## config.mk

```make
export PLATFORM = sky130hd
export DESIGN_NAME = bellman_ford_shortest_paths
export DESIGN_NICKNAME = d
export VERILOG_FILES = /design/src/hdl/bfsp_pkg.sv /design/src/hdl/bfsp_front.sv /design/src/hdl/bfsp_queue.sv /design/src/hdl/bfsp_back.sv /design/src/hdl/bellman_ford_shortest_paths.sv
export SDC_FILE = /design/constraint.sdc
export NUM_CORES = 2
export LEC_CHECK = 0
export CAP_MARGIN = 25
export CORE_MARGIN = 3
export CORE_UTILIZATION = 30
export DETAILED_ROUTE_END_ITERATION = 10
export DONT_BUFFER_PORTS = 1
export PLACE_DENSITY_LB_ADDON = 0.15
export SLEW_MARGIN = 20
export SYNTH_ARGS = -nofsm -noshare
export SYNTH_HDL_FRONTEND = slang
export SYNTH_SLANG_ARGS = --single-unit
```

## constraint.sdc

```tcl
create_clock -name i_clk -period 11.7 [get_ports i_clk]
set_input_delay 1.17 -clock i_clk [delete_from_list [all_inputs] [get_ports i_clk]]
set_output_delay 1.17 -clock i_clk [all_outputs]
set_load 0.02 [all_outputs]
```

## src/hdl/bfsp_pkg.sv

```systemverilog
// shared types, widths and codes of the bellman-ford shortest path block
package bfsp_pkg;

    // fixed field widths
    localparam int VID_W       = 4;
    localparam int WEIGHT_BITS = 16;
    localparam int DIST_W      = 32;
    localparam int SRC_W       = 4;
    localparam int VCOUNT_W    = 5;
    localparam int CFG_IDX_W   = 1;
    localparam int CFG_DATA_W  = 5;

    // defaults for the top level parameters
    localparam int DEF_MAX_VERTICES = 16;
    localparam int DEF_MAX_EDGES    = 64;

    // depth of the queue between front and back
    localparam int QUEUE_DEPTH = 2;

    // configuration register indexes
    localparam logic [CFG_IDX_W-1:0] CFG_SOURCE_VERTEX = 1'b0;
    localparam logic [CFG_IDX_W-1:0] CFG_VERTEX_COUNT  = 1'b1;

    localparam logic [SRC_W-1:0]    SOURCE_RESET = '0;
    localparam logic [VCOUNT_W-1:0] VCOUNT_RESET = 5'd16;

    typedef struct packed {
        logic [VID_W-1:0]              edge_start;
        logic [VID_W-1:0]              edge_end;
        logic signed [WEIGHT_BITS-1:0] edge_cost;
        logic                          edge_last;
    } t_edge_item;

    typedef struct packed {
        logic [VID_W-1:0]         vertex_index;
        logic signed [DIST_W-1:0] path_distance;
        logic                     reached;
        logic                     result_last;
    } t_result_item;

    // front to queue
    typedef struct packed {
        logic       push;
        t_edge_item data;
    } t_q_push;

    // queue head as seen by the back end
    typedef struct packed {
        logic       valid;
        t_edge_item data;
    } t_q_head;

endpackage

```

## src/hdl/bfsp_front.sv

```systemverilog
// front end: takes edge transactions and stages them toward the queue
module bfsp_front
    import bfsp_pkg::*;
(
    input  logic       i_clk,
    input  logic       i_rst_n,
    input  logic       i_start,
    input  t_edge_item i_item,
    input  logic       i_q_full,
    output logic       o_busy,
    output t_q_push    o_push
);

    logic       r_stage_valid;
    t_edge_item r_stage;
    logic       accept;
    logic       push;

    // stage can refill in the same cycle it drains
    assign o_busy = r_stage_valid && i_q_full;
    assign accept = i_start && !o_busy;
    assign push   = r_stage_valid && !i_q_full;

    assign o_push.push = push;
    assign o_push.data = r_stage;

    always_ff @(posedge i_clk) begin
        if (!i_rst_n) begin
            r_stage_valid <= 1'b0;
        end else begin
            r_stage_valid <= accept || (r_stage_valid && !push);
            if (accept) begin
                r_stage <= i_item;
            end
        end
    end

endmodule

```

## src/hdl/bfsp_queue.sv

```systemverilog
// short edge queue between front and back end
module bfsp_queue
    import bfsp_pkg::*;
(
    input  logic    i_clk,
    input  logic    i_rst_n,
    input  t_q_push i_push,
    input  logic    i_pop,
    output logic    o_full,
    output t_q_head o_head
);

    localparam int PTR_W = (QUEUE_DEPTH > 1) ? $clog2(QUEUE_DEPTH) : 1;
    localparam int CNT_W = $clog2(QUEUE_DEPTH + 1);

    t_edge_item       r_mem [QUEUE_DEPTH];
    logic [PTR_W-1:0] r_wr_ptr;
    logic [PTR_W-1:0] r_rd_ptr;
    logic [CNT_W-1:0] r_count;
    logic             do_push;
    logic             do_pop;

    assign o_full       = (r_count == CNT_W'(QUEUE_DEPTH));
    assign o_head.valid = (r_count != '0);
    assign o_head.data  = r_mem[r_rd_ptr];

    assign do_push = i_push.push && !o_full;
    assign do_pop  = i_pop && o_head.valid;

    function automatic logic [PTR_W-1:0] ptr_inc(input logic [PTR_W-1:0] p);
        if (p == PTR_W'(QUEUE_DEPTH - 1)) begin
            return '0;
        end
        return PTR_W'(p + 1'b1);
    endfunction

    always_ff @(posedge i_clk) begin
        if (!i_rst_n) begin
            r_wr_ptr <= '0;
            r_rd_ptr <= '0;
            r_count  <= '0;
        end else begin
            if (do_push) begin
                r_mem[r_wr_ptr] <= i_push.data;
                r_wr_ptr        <= ptr_inc(r_wr_ptr);
            end
            if (do_pop) begin
                r_rd_ptr <= ptr_inc(r_rd_ptr);
            end
            if (do_push && !do_pop) begin
                r_count <= CNT_W'(r_count + 1'b1);
            end else if (do_pop && !do_push) begin
                r_count <= CNT_W'(r_count - 1'b1);
            end
        end
    end

endmodule

```

## src/hdl/bfsp_back.sv

```systemverilog
// back end: edge store, relaxation pipeline and result readout
module bfsp_back
    import bfsp_pkg::*;
#(
    parameter int MAX_VERTICES = DEF_MAX_VERTICES,
    parameter int MAX_EDGES    = DEF_MAX_EDGES
) (
    input  logic                i_clk,
    input  logic                i_rst_n,
    input  t_q_head             i_head,
    output logic                o_pop,
    input  logic [SRC_W-1:0]    i_source_vertex,
    input  logic [VCOUNT_W-1:0] i_vertex_count,
    output logic                o_result_valid,
    output t_result_item        o_result
);

    localparam int VC_W = $clog2(MAX_VERTICES + 1);
    localparam int VI_W = $clog2(MAX_VERTICES);
    localparam int ET_W = $clog2(MAX_EDGES + 1);
    localparam int EA_W = (MAX_EDGES > 1) ? $clog2(MAX_EDGES) : 1;

    localparam logic signed [DIST_W-1:0] DIST_MAX = {1'b0, {(DIST_W-1){1'b1}}};
    localparam logic signed [DIST_W-1:0] DIST_MIN = {1'b1, {(DIST_W-1){1'b0}}};

    typedef struct packed {
        logic [VID_W-1:0]              from_v;
        logic [VID_W-1:0]              to_v;
        logic signed [WEIGHT_BITS-1:0] weight;
    } t_stored_edge;

    typedef enum logic [2:0] {
        S_IDLE,
        S_INIT,
        S_RUN,
        S_DRAIN,
        S_OUT
    } t_state;

    t_stored_edge             mem_edge [MAX_EDGES];
    logic signed [DIST_W-1:0] mem_dist [MAX_VERTICES];

    t_state                   r_state;
    logic [ET_W-1:0]          r_total;
    logic [ET_W-1:0]          r_eidx;
    logic [VC_W-1:0]          r_pass;
    logic [VC_W-1:0]          r_n;
    logic [VC_W-1:0]          r_vidx;
    logic [MAX_VERTICES-1:0]  r_reached;

    // pipeline: issue, dist read, relax
    t_stored_edge             r_edge_q;
    logic                     r_d_valid;
    logic                     r_x_valid;
    logic                     r_x_ok;
    logic [VI_W-1:0]          r_x_a;
    logic [VI_W-1:0]          r_x_b;
    logic signed [WEIGHT_BITS-1:0] r_x_w;
    logic signed [DIST_W-1:0] r_da;
    logic signed [DIST_W-1:0] r_db;
    logic                     r_fwd_valid;
    logic [VI_W-1:0]          r_fwd_addr;
    logic signed [DIST_W-1:0] r_fwd_val;

    // readout
    logic                     r_rd_valid;
    logic [VC_W-1:0]          r_rd_idx;
    logic                     r_rd_last;
    logic                     r_out_valid;
    t_result_item             r_out;

    logic [VC_W-1:0]          live_n;
    logic                     src_ok;
    logic                     store_room;
    logic                     d_in_range;
    logic signed [DIST_W-1:0] da;
    logic signed [DIST_W-1:0] db;
    logic signed [DIST_W:0]   sum_wide;
    logic signed [DIST_W-1:0] sum;
    logic                     relax;
    logic [VI_W-1:0]          rd_addr_a;
    logic [VI_W-1:0]          rd_addr_b;
    logic                     dw_en;
    logic [VI_W-1:0]          dw_addr;
    logic signed [DIST_W-1:0] dw_data;

    assign o_pop          = (r_state == S_IDLE) && i_head.valid;
    assign store_room     = (r_total < ET_W'(MAX_EDGES));
    assign o_result_valid = r_out_valid;
    assign o_result       = r_out;

    // count in force for this solve
    always_comb begin
        if (i_vertex_count == '0) begin
            live_n = VC_W'(1);
        end else if (int'(i_vertex_count) > MAX_VERTICES) begin
            live_n = VC_W'(MAX_VERTICES);
        end else begin
            live_n = VC_W'(i_vertex_count);
        end
    end
    assign src_ok = (int'(i_source_vertex) < int'(live_n));

    assign d_in_range = (int'(r_edge_q.from_v) < int'(r_n))
                     && (int'(r_edge_q.to_v) < int'(r_n));

    // forward the write of the previous edge, the memory read missed it
    always_comb begin
        da = (r_fwd_valid && (r_fwd_addr == r_x_a)) ? r_fwd_val : r_da;
        db = (r_fwd_valid && (r_fwd_addr == r_x_b)) ? r_fwd_val : r_db;
        sum_wide = (DIST_W+1)'(da) + (DIST_W+1)'(r_x_w);
        if (sum_wide[DIST_W] != sum_wide[DIST_W-1]) begin
            sum = sum_wide[DIST_W] ? DIST_MIN : DIST_MAX;
        end else begin
            sum = sum_wide[DIST_W-1:0];
        end
        relax = r_x_valid && r_x_ok && r_reached[r_x_a]
             && (!r_reached[r_x_b] || (sum < db));
    end

    assign rd_addr_a = (r_state == S_OUT) ? r_vidx[VI_W-1:0] : VI_W'(r_edge_q.from_v);
    assign rd_addr_b = VI_W'(r_edge_q.to_v);

    always_comb begin
        dw_en   = 1'b0;
        dw_addr = r_x_b;
        dw_data = sum;
        if ((r_state == S_INIT) && src_ok) begin
            dw_en   = 1'b1;
            dw_addr = VI_W'(i_source_vertex);
            dw_data = '0;
        end else if (relax) begin
            dw_en = 1'b1;
        end
    end

    always_ff @(posedge i_clk) begin
        if (o_pop && store_room) begin
            mem_edge[r_total[EA_W-1:0]] <= '{from_v: i_head.data.edge_start,
                                            to_v:   i_head.data.edge_end,
                                            weight: i_head.data.edge_cost};
        end
        r_edge_q <= mem_edge[r_eidx[EA_W-1:0]];
    end

    always_ff @(posedge i_clk) begin
        if (dw_en) begin
            mem_dist[dw_addr] <= dw_data;
        end
        r_da <= mem_dist[rd_addr_a];
        r_db <= mem_dist[rd_addr_b];
    end

    always_ff @(posedge i_clk) begin
        if (!i_rst_n) begin
            r_state     <= S_IDLE;
            r_total     <= '0;
            r_eidx      <= '0;
            r_pass      <= '0;
            r_n         <= VC_W'(1);
            r_vidx      <= '0;
            r_reached   <= '0;
            r_d_valid   <= 1'b0;
            r_x_valid   <= 1'b0;
            r_fwd_valid <= 1'b0;
            r_rd_valid  <= 1'b0;
            r_out_valid <= 1'b0;
        end else begin
            r_d_valid   <= (r_state == S_RUN);
            r_x_valid   <= r_d_valid;
            r_x_ok      <= d_in_range;
            r_x_a       <= VI_W'(r_edge_q.from_v);
            r_x_b       <= VI_W'(r_edge_q.to_v);
            r_x_w       <= r_edge_q.weight;
            r_fwd_valid <= relax;
            r_fwd_addr  <= r_x_b;
            r_fwd_val   <= sum;
            // init marks only the source, later relaxations add their end vertex
            if (r_state == S_INIT) begin
                r_reached <= src_ok ? (MAX_VERTICES'(1) << i_source_vertex) : '0;
            end else if (relax) begin
                r_reached[r_x_b] <= 1'b1;
            end

            r_rd_valid  <= (r_state == S_OUT) && (r_vidx != r_n);
            r_out_valid <= r_rd_valid;
            if (r_rd_valid) begin
                r_out.vertex_index  <= VID_W'(r_rd_idx);
                r_out.reached       <= r_reached[r_rd_idx[VI_W-1:0]];
                r_out.path_distance <= r_reached[r_rd_idx[VI_W-1:0]] ? r_da : '0;
                r_out.result_last   <= r_rd_last;
            end

            case (r_state)
                S_IDLE: begin
                    if (i_head.valid) begin
                        if (store_room) begin
                            r_total <= ET_W'(r_total + 1'b1);
                        end
                        if (i_head.data.edge_last) begin
                            r_state <= S_INIT;
                        end
                    end
                end
                S_INIT: begin
                    r_n       <= live_n;
                    r_eidx    <= '0;
                    r_pass    <= '0;
                    r_vidx    <= '0;
                    r_state <= (r_total == '0) ? S_OUT : S_RUN;
                end
                S_RUN: begin
                    if (ET_W'(r_eidx + 1'b1) == r_total) begin
                        r_eidx <= '0;
                        r_pass <= VC_W'(r_pass + 1'b1);
                        if (VC_W'(r_pass + 1'b1) == r_n) begin
                            r_state <= S_DRAIN;
                        end
                    end else begin
                        r_eidx <= ET_W'(r_eidx + 1'b1);
                    end
                end
                S_DRAIN: begin
                    if (!r_d_valid && !r_x_valid) begin
                        r_state <= S_OUT;
                    end
                end
                S_OUT: begin
                    if (r_vidx != r_n) begin
                        r_rd_idx   <= r_vidx;
                        r_rd_last  <= (VC_W'(r_vidx + 1'b1) == r_n);
                        r_vidx     <= VC_W'(r_vidx + 1'b1);
                    end
                    if (r_rd_valid && r_rd_last) begin
                        r_state <= S_IDLE;
                        r_total <= '0;
                    end
                end
                default: begin
                    r_state <= S_IDLE;
                end
            endcase
        end
    end

endmodule

```

## src/hdl/bellman_ford_shortest_paths.sv

```systemverilog
// top level of the bellman-ford single source shortest path block
//
// usage
// - edges come in as transactions on i_edge, taken at a clock edge with start
//   high and busy low; busy rises only when the front stage and the queue
//   behind it are both full
// - edges are stored in arrival order; the edge marked edge_last starts the
//   solve, edges beyond the store depth are dropped
// - the solve relaxes one stored edge per clock, making n passes over the E
//   stored edges for n vertices through the single relaxation pipeline on
//   the distance memory, then reads the results out
// - results leave one per clock on o_result with o_result_valid high for one
//   cycle each, vertex 0 first, result_last on vertex n - 1; the receiver
//   cannot stall, so the run goes out back to back
// - edges of the next graph may be sent during a solve; they wait in the
//   queue, and busy holds them off once it fills
// - the user must write source_vertex and vertex_count on the plain write port
//   only while the block is idle; the block itself does not enforce this
// - synchronous reset clears the edge count, reached flags and all control;
//   no memory clearing pass is needed
module bellman_ford_shortest_paths
    import bfsp_pkg::*;
#(
    parameter int MAX_VERTICES = DEF_MAX_VERTICES,
    parameter int MAX_EDGES    = DEF_MAX_EDGES
) (
    input  logic                  i_clk,
    input  logic                  i_rst_n,
    input  logic                  start,
    output logic                  busy,
    input  t_edge_item            i_edge,
    input  logic                  i_cfg_we,
    input  logic [CFG_IDX_W-1:0]  i_cfg_idx,
    input  logic [CFG_DATA_W-1:0] i_cfg_data,
    output logic                  o_result_valid,
    output t_result_item          o_result
);

    // configuration registers
    logic [SRC_W-1:0]    r_source_vertex;
    logic [VCOUNT_W-1:0] r_vertex_count;

    // front to queue to back
    t_q_push q_push;
    t_q_head q_head;
    logic    q_full;
    logic    q_pop;

    always_ff @(posedge i_clk) begin
        if (!i_rst_n) begin
            r_source_vertex <= SOURCE_RESET;
            r_vertex_count  <= VCOUNT_RESET;
        end else if (i_cfg_we) begin
            case (i_cfg_idx)
                CFG_SOURCE_VERTEX: r_source_vertex <= i_cfg_data[SRC_W-1:0];
                CFG_VERTEX_COUNT:  r_vertex_count  <= i_cfg_data[VCOUNT_W-1:0];
                default: begin
                end
            endcase
        end
    end

    // front end: stage accepted edge transactions
    bfsp_front u_front (
        .i_clk    (i_clk),
        .i_rst_n  (i_rst_n),
        .i_start  (start),
        .i_item   (i_edge),
        .i_q_full (q_full),
        .o_busy   (busy),
        .o_push   (q_push)
    );

    // decoupling queue, lets the front keep taking edges during a solve
    bfsp_queue u_queue (
        .i_clk   (i_clk),
        .i_rst_n (i_rst_n),
        .i_push  (q_push),
        .i_pop   (q_pop),
        .o_full  (q_full),
        .o_head  (q_head)
    );

    // back end: store, relax, read out
    bfsp_back #(
        .MAX_VERTICES (MAX_VERTICES),
        .MAX_EDGES    (MAX_EDGES)
    ) u_back (
        .i_clk           (i_clk),
        .i_rst_n         (i_rst_n),
        .i_head          (q_head),
        .o_pop           (q_pop),
        .i_source_vertex (r_source_vertex),
        .i_vertex_count  (r_vertex_count),
        .o_result_valid  (o_result_valid),
        .o_result        (o_result)
    );

endmodule

```

==> qor.csv <==
metric,value,unit
GRT met2 Usage,0.2954,
# fillers,30190,
Syn Inst Count,5163,
via count,50110,
Layout Nets,5401,
DRT Pass-1 Iters,8,
Switch Pwr,0.009079,W
Root Buffer,clkbuf_16,
worst path bufs/invs,4,
DP Cell Count,9305,
register area share after synthesis,0.7162,
"Most Used Layer, Global Route",met2,
total wire length,285700,um
"Clk Latency, worst-skew pair",890,ps
CP max stage delay,690,ps
CP Class,reg2reg,
share of power burned in registers,0.425,
crit-path max FO,32,
clk sinks,2383,
CTS tree,yes,
final setup fails,0,
Core ar.,322700,um^2
post-layout minimum cycle time,9563,ps
max cap viols,0,
"Worst Setup Slack, final",2137,ps
Max transition margin,0.3045,
f_max,104.6,MHz
antenna-violating nets left,0,
Synthesized Nets,5277,
Yosys reg bits,2383,
H-tree depth,5,
setup TNS,0,ps
logic gate share of total power,0.273,
cell family with most CP delay,simple AND/OR/NAND/NOR gates,
met1 Track Usage GR,0.2219,
power per cell area,247.6,nW/um^2
Clock Skews,45.73,ps
CTS Buf Count,281,
Syn Area/Cell,18.93,um^2
drt wl/cell,29.05,um
"worst slack, placed",1642,ps
routing usage on met3,0.02124,
Post-synth EDFFs,2227,
CP Data Arrival Time,10030,ps
Slew @ Worst Pin,1043,ps
RSZ-0062 raised after global routing,false,
initial DRC count,4278,
Die H,576.8,um
Setup crit start kind,register,
"Hold Violations, Final",0,
Critical Path RT,12170,ps
slowest library cell on the worst path,buf_4,
worst hold path class,in2reg,
hold bufs inserted after CTS,0,
share of cells above drive strength 1,0.2569,
Synth cell types,73,
total power,0.02798,W
"Cell Area, Synth",97730,um^2
Longest Clk Path Bufs,4,
Main synth FF type,edfxtp_1,
die area,332700,um^2
Area growth syn-to-layout,15.62,%
Internal Power,0.01890,W
setup bufs post-CTS,0,
HPWL Detailed,160300,um
port bufs,0,
gr usage total,0.1694,
largest net degree at the start of global routing,145,
die width,576.8,um
Initial Util,0.3028,
fin cells,9836,
Crit. Startpoint,u_back.r_x_a[0]$_DFFE_PP_,
reg2reg start,u_back.r_x_a[0]$_DFFE_PP_,
Post-synth ARST share,0,
initial antenna violation count,36,
HP Start,i_edge[1],
Sw Ratio,0.3245,
Clk pwr share,0.302,
# DRC,0,
number of global-route vias before repair,52020,
status,"complete, no violations",
CP Capture Type,register,
clock slew at reported path FFs,60,ps
Max VDD drop,0.1625,mV
final global-route overflow total,0,
Ys Warns,0,
post_cts resized,0,
period utilisation layout,0.8174,
io pins,75,
Final Slew Violations,0,
via-per-instance ratio,5.095,
Rows,208,
GP Congestion,0.8151,
leakage,34.33,nW
first-pass GRT wire length,403900,um
==> state kept, by name (all words and copies together), names as in the netlist, 20 cells and up, named ones only <==
| name | flops |
|---|---|
| u_back.mem_edge | 1536 |
| u_back.mem_dist | 512 |
| u_queue.r_mem | 50 |
| u_back.o_result | 38 |
| u_back.r_da | 32 |
| u_back.r_db | 32 |
| u_back.r_fwd_val | 32 |
| u_front.o_push | 25 |
| u_back.r_edge_q | 20 |
==> final cells by class <==
cell class / instances / area [um^2] / area share
timing repair buffer: 167 / 1431 / 0.01267
sequential: 2383 / 70030 / 0.6197
inverter: 19 / 71.32 / 0.0006311
clock inverter: 138 / 1222 / 0.01082
multi-input combinational: 2435 / 27220 / 0.2409
clock buffer: 370 / 7595 / 0.06721
antenna: 19 / 47.55 / 0.0004208
tap: 4305 / 5386 / 0.04767
==> stage by stage <==
stage               area [um^2]    util  hold WS (ps)
finish                   113000  0.3502         379.7
global route             113000  0.3500         317.5
CTS                      112900  0.3498         290.8
detailed placement       104100  0.3225         388.7
global placement         104000  0.3222         391.3
floorplan                 97730       -         385.5
==> metal layers <==
metal	share of wire	vias up
li1	-	21530
met3	0.038	421
met4	0.027	10
met1	0.43	26990
met2	0.51	1170
met5	0.00028	-
==> placed cells by master (no fill, tap or decap), types with 10 or more instances in the layout <==
| cell | synthesis | final |
|---|---|---|
| ha_1 | 78 | 78 |
| xor2_1 | 33 | 33 |
| nor3_1 | 12 | 12 |
| or3_1 | 18 | 18 |
| a311oi_1 | 66 | 66 |
| buf_4 | 3 | 153 |
| nor2_1 | 147 | 82 |
| nand2_1 | 384 | 384 |
| nand4_1 | 10 | 10 |
| clkinv_2 | 0 | 46 |
| clkinv_1 | 1 | 51 |
| dfxtp_1 | 156 | 146 |
| and2_1 | 185 | 184 |
| edfxtp_1 | 2227 | 2227 |
| clkbuf_1 | 254 | 74 |
| diode_2 | 0 | 19 |
| xnor2_1 | 39 | 39 |
| mux2_2 | 58 | 57 |
| o21ai_0 | 58 | 57 |
| a211oi_1 | 166 | 166 |
| clkbuf_16 | 0 | 288 |
| a21oi_1 | 163 | 157 |
| o31ai_4 | 0 | 16 |
| nand3_1 | 50 | 50 |
| inv_1 | 18 | 17 |
| mux2i_1 | 58 | 54 |
| a31oi_1 | 75 | 75 |
| nor2b_1 | 13 | 13 |
| bufinv_16 | 0 | 16 |
| mux4_2 | 679 | 679 |
| and3_1 | 13 | 13 |
| a21o_1 | 13 | 13 |
| o211ai_1 | 10 | 10 |
| buf_12 | 0 | 12 |
| nor2_4 | 0 | 64 |
==> synthesized netlist by cell type (39+ instances only) <==
cell type / instances / area, um^2
xnor2_1: 39 / 341.6
a311oi_1: 66 / 578.1
a211oi_1: 166 / 1246
nor2_1: 147 / 551.8
nand2_1: 384 / 1441
mux2i_1: 58 / 580.6
mux2_2: 58 / 653.1
a21oi_1: 163 / 815.8
o21ai_0: 58 / 290.3
dfxtp_1: 156 / 3123
edfxtp_1: 2227 / 66870
clkbuf_1: 254 / 953.4
a31oi_1: 75 / 469.2
mux4_2: 679 / 15290
ha_1: 78 / 975.9
and2_1: 185 / 1157
nand3_1: 50 / 250.2
buf_1: 58 / 217.7
==> cell families after synthesis <==
group / Yosys count / share of synthesized area
XOR/XNOR: 72 / 0.006453
AO/OA/AOI/OAI: 610 / 0.04166
flip-flops: 2383 / 0.7162
AND/OR/NAND/NOR: 874 / 0.04211
buffers and inverters: 345 / 0.01375
adder cells (fa/ha/maj): 84 / 0.01070
multiplexers: 795 / 0.1691
==> final timing paths <==
check	endpoint	slack, ps	cells after the start
worst max-delay path	u_back.mem_dist[10][17]$_DFFE_PP_	2140	27
worst min-delay path	u_front.o_push[1]$_DFFE_PP_	380	0
worst max register to register	u_back.mem_dist[10][17]$_DFFE_PP_	2140	27
worst min register to register	u_back.r_x_w[10]$_DFFE_PP_	390	0
==> power groups by stage <==
stage / clock network [W] / logic, W / registers, W
detailed placement: 0 / 0.00771 / 0.0121
CTS: 0.00870 / 0.00772 / 0.0119
finish: 0.00846 / 0.00763 / 0.0119
floorplan: 0 / 0.00493 / 0.0117
global route: 0.00902 / 0.00837 / 0.0119
global placement: 0 / 0.00759 / 0.0121
Power figures use the tool's default switching activity.
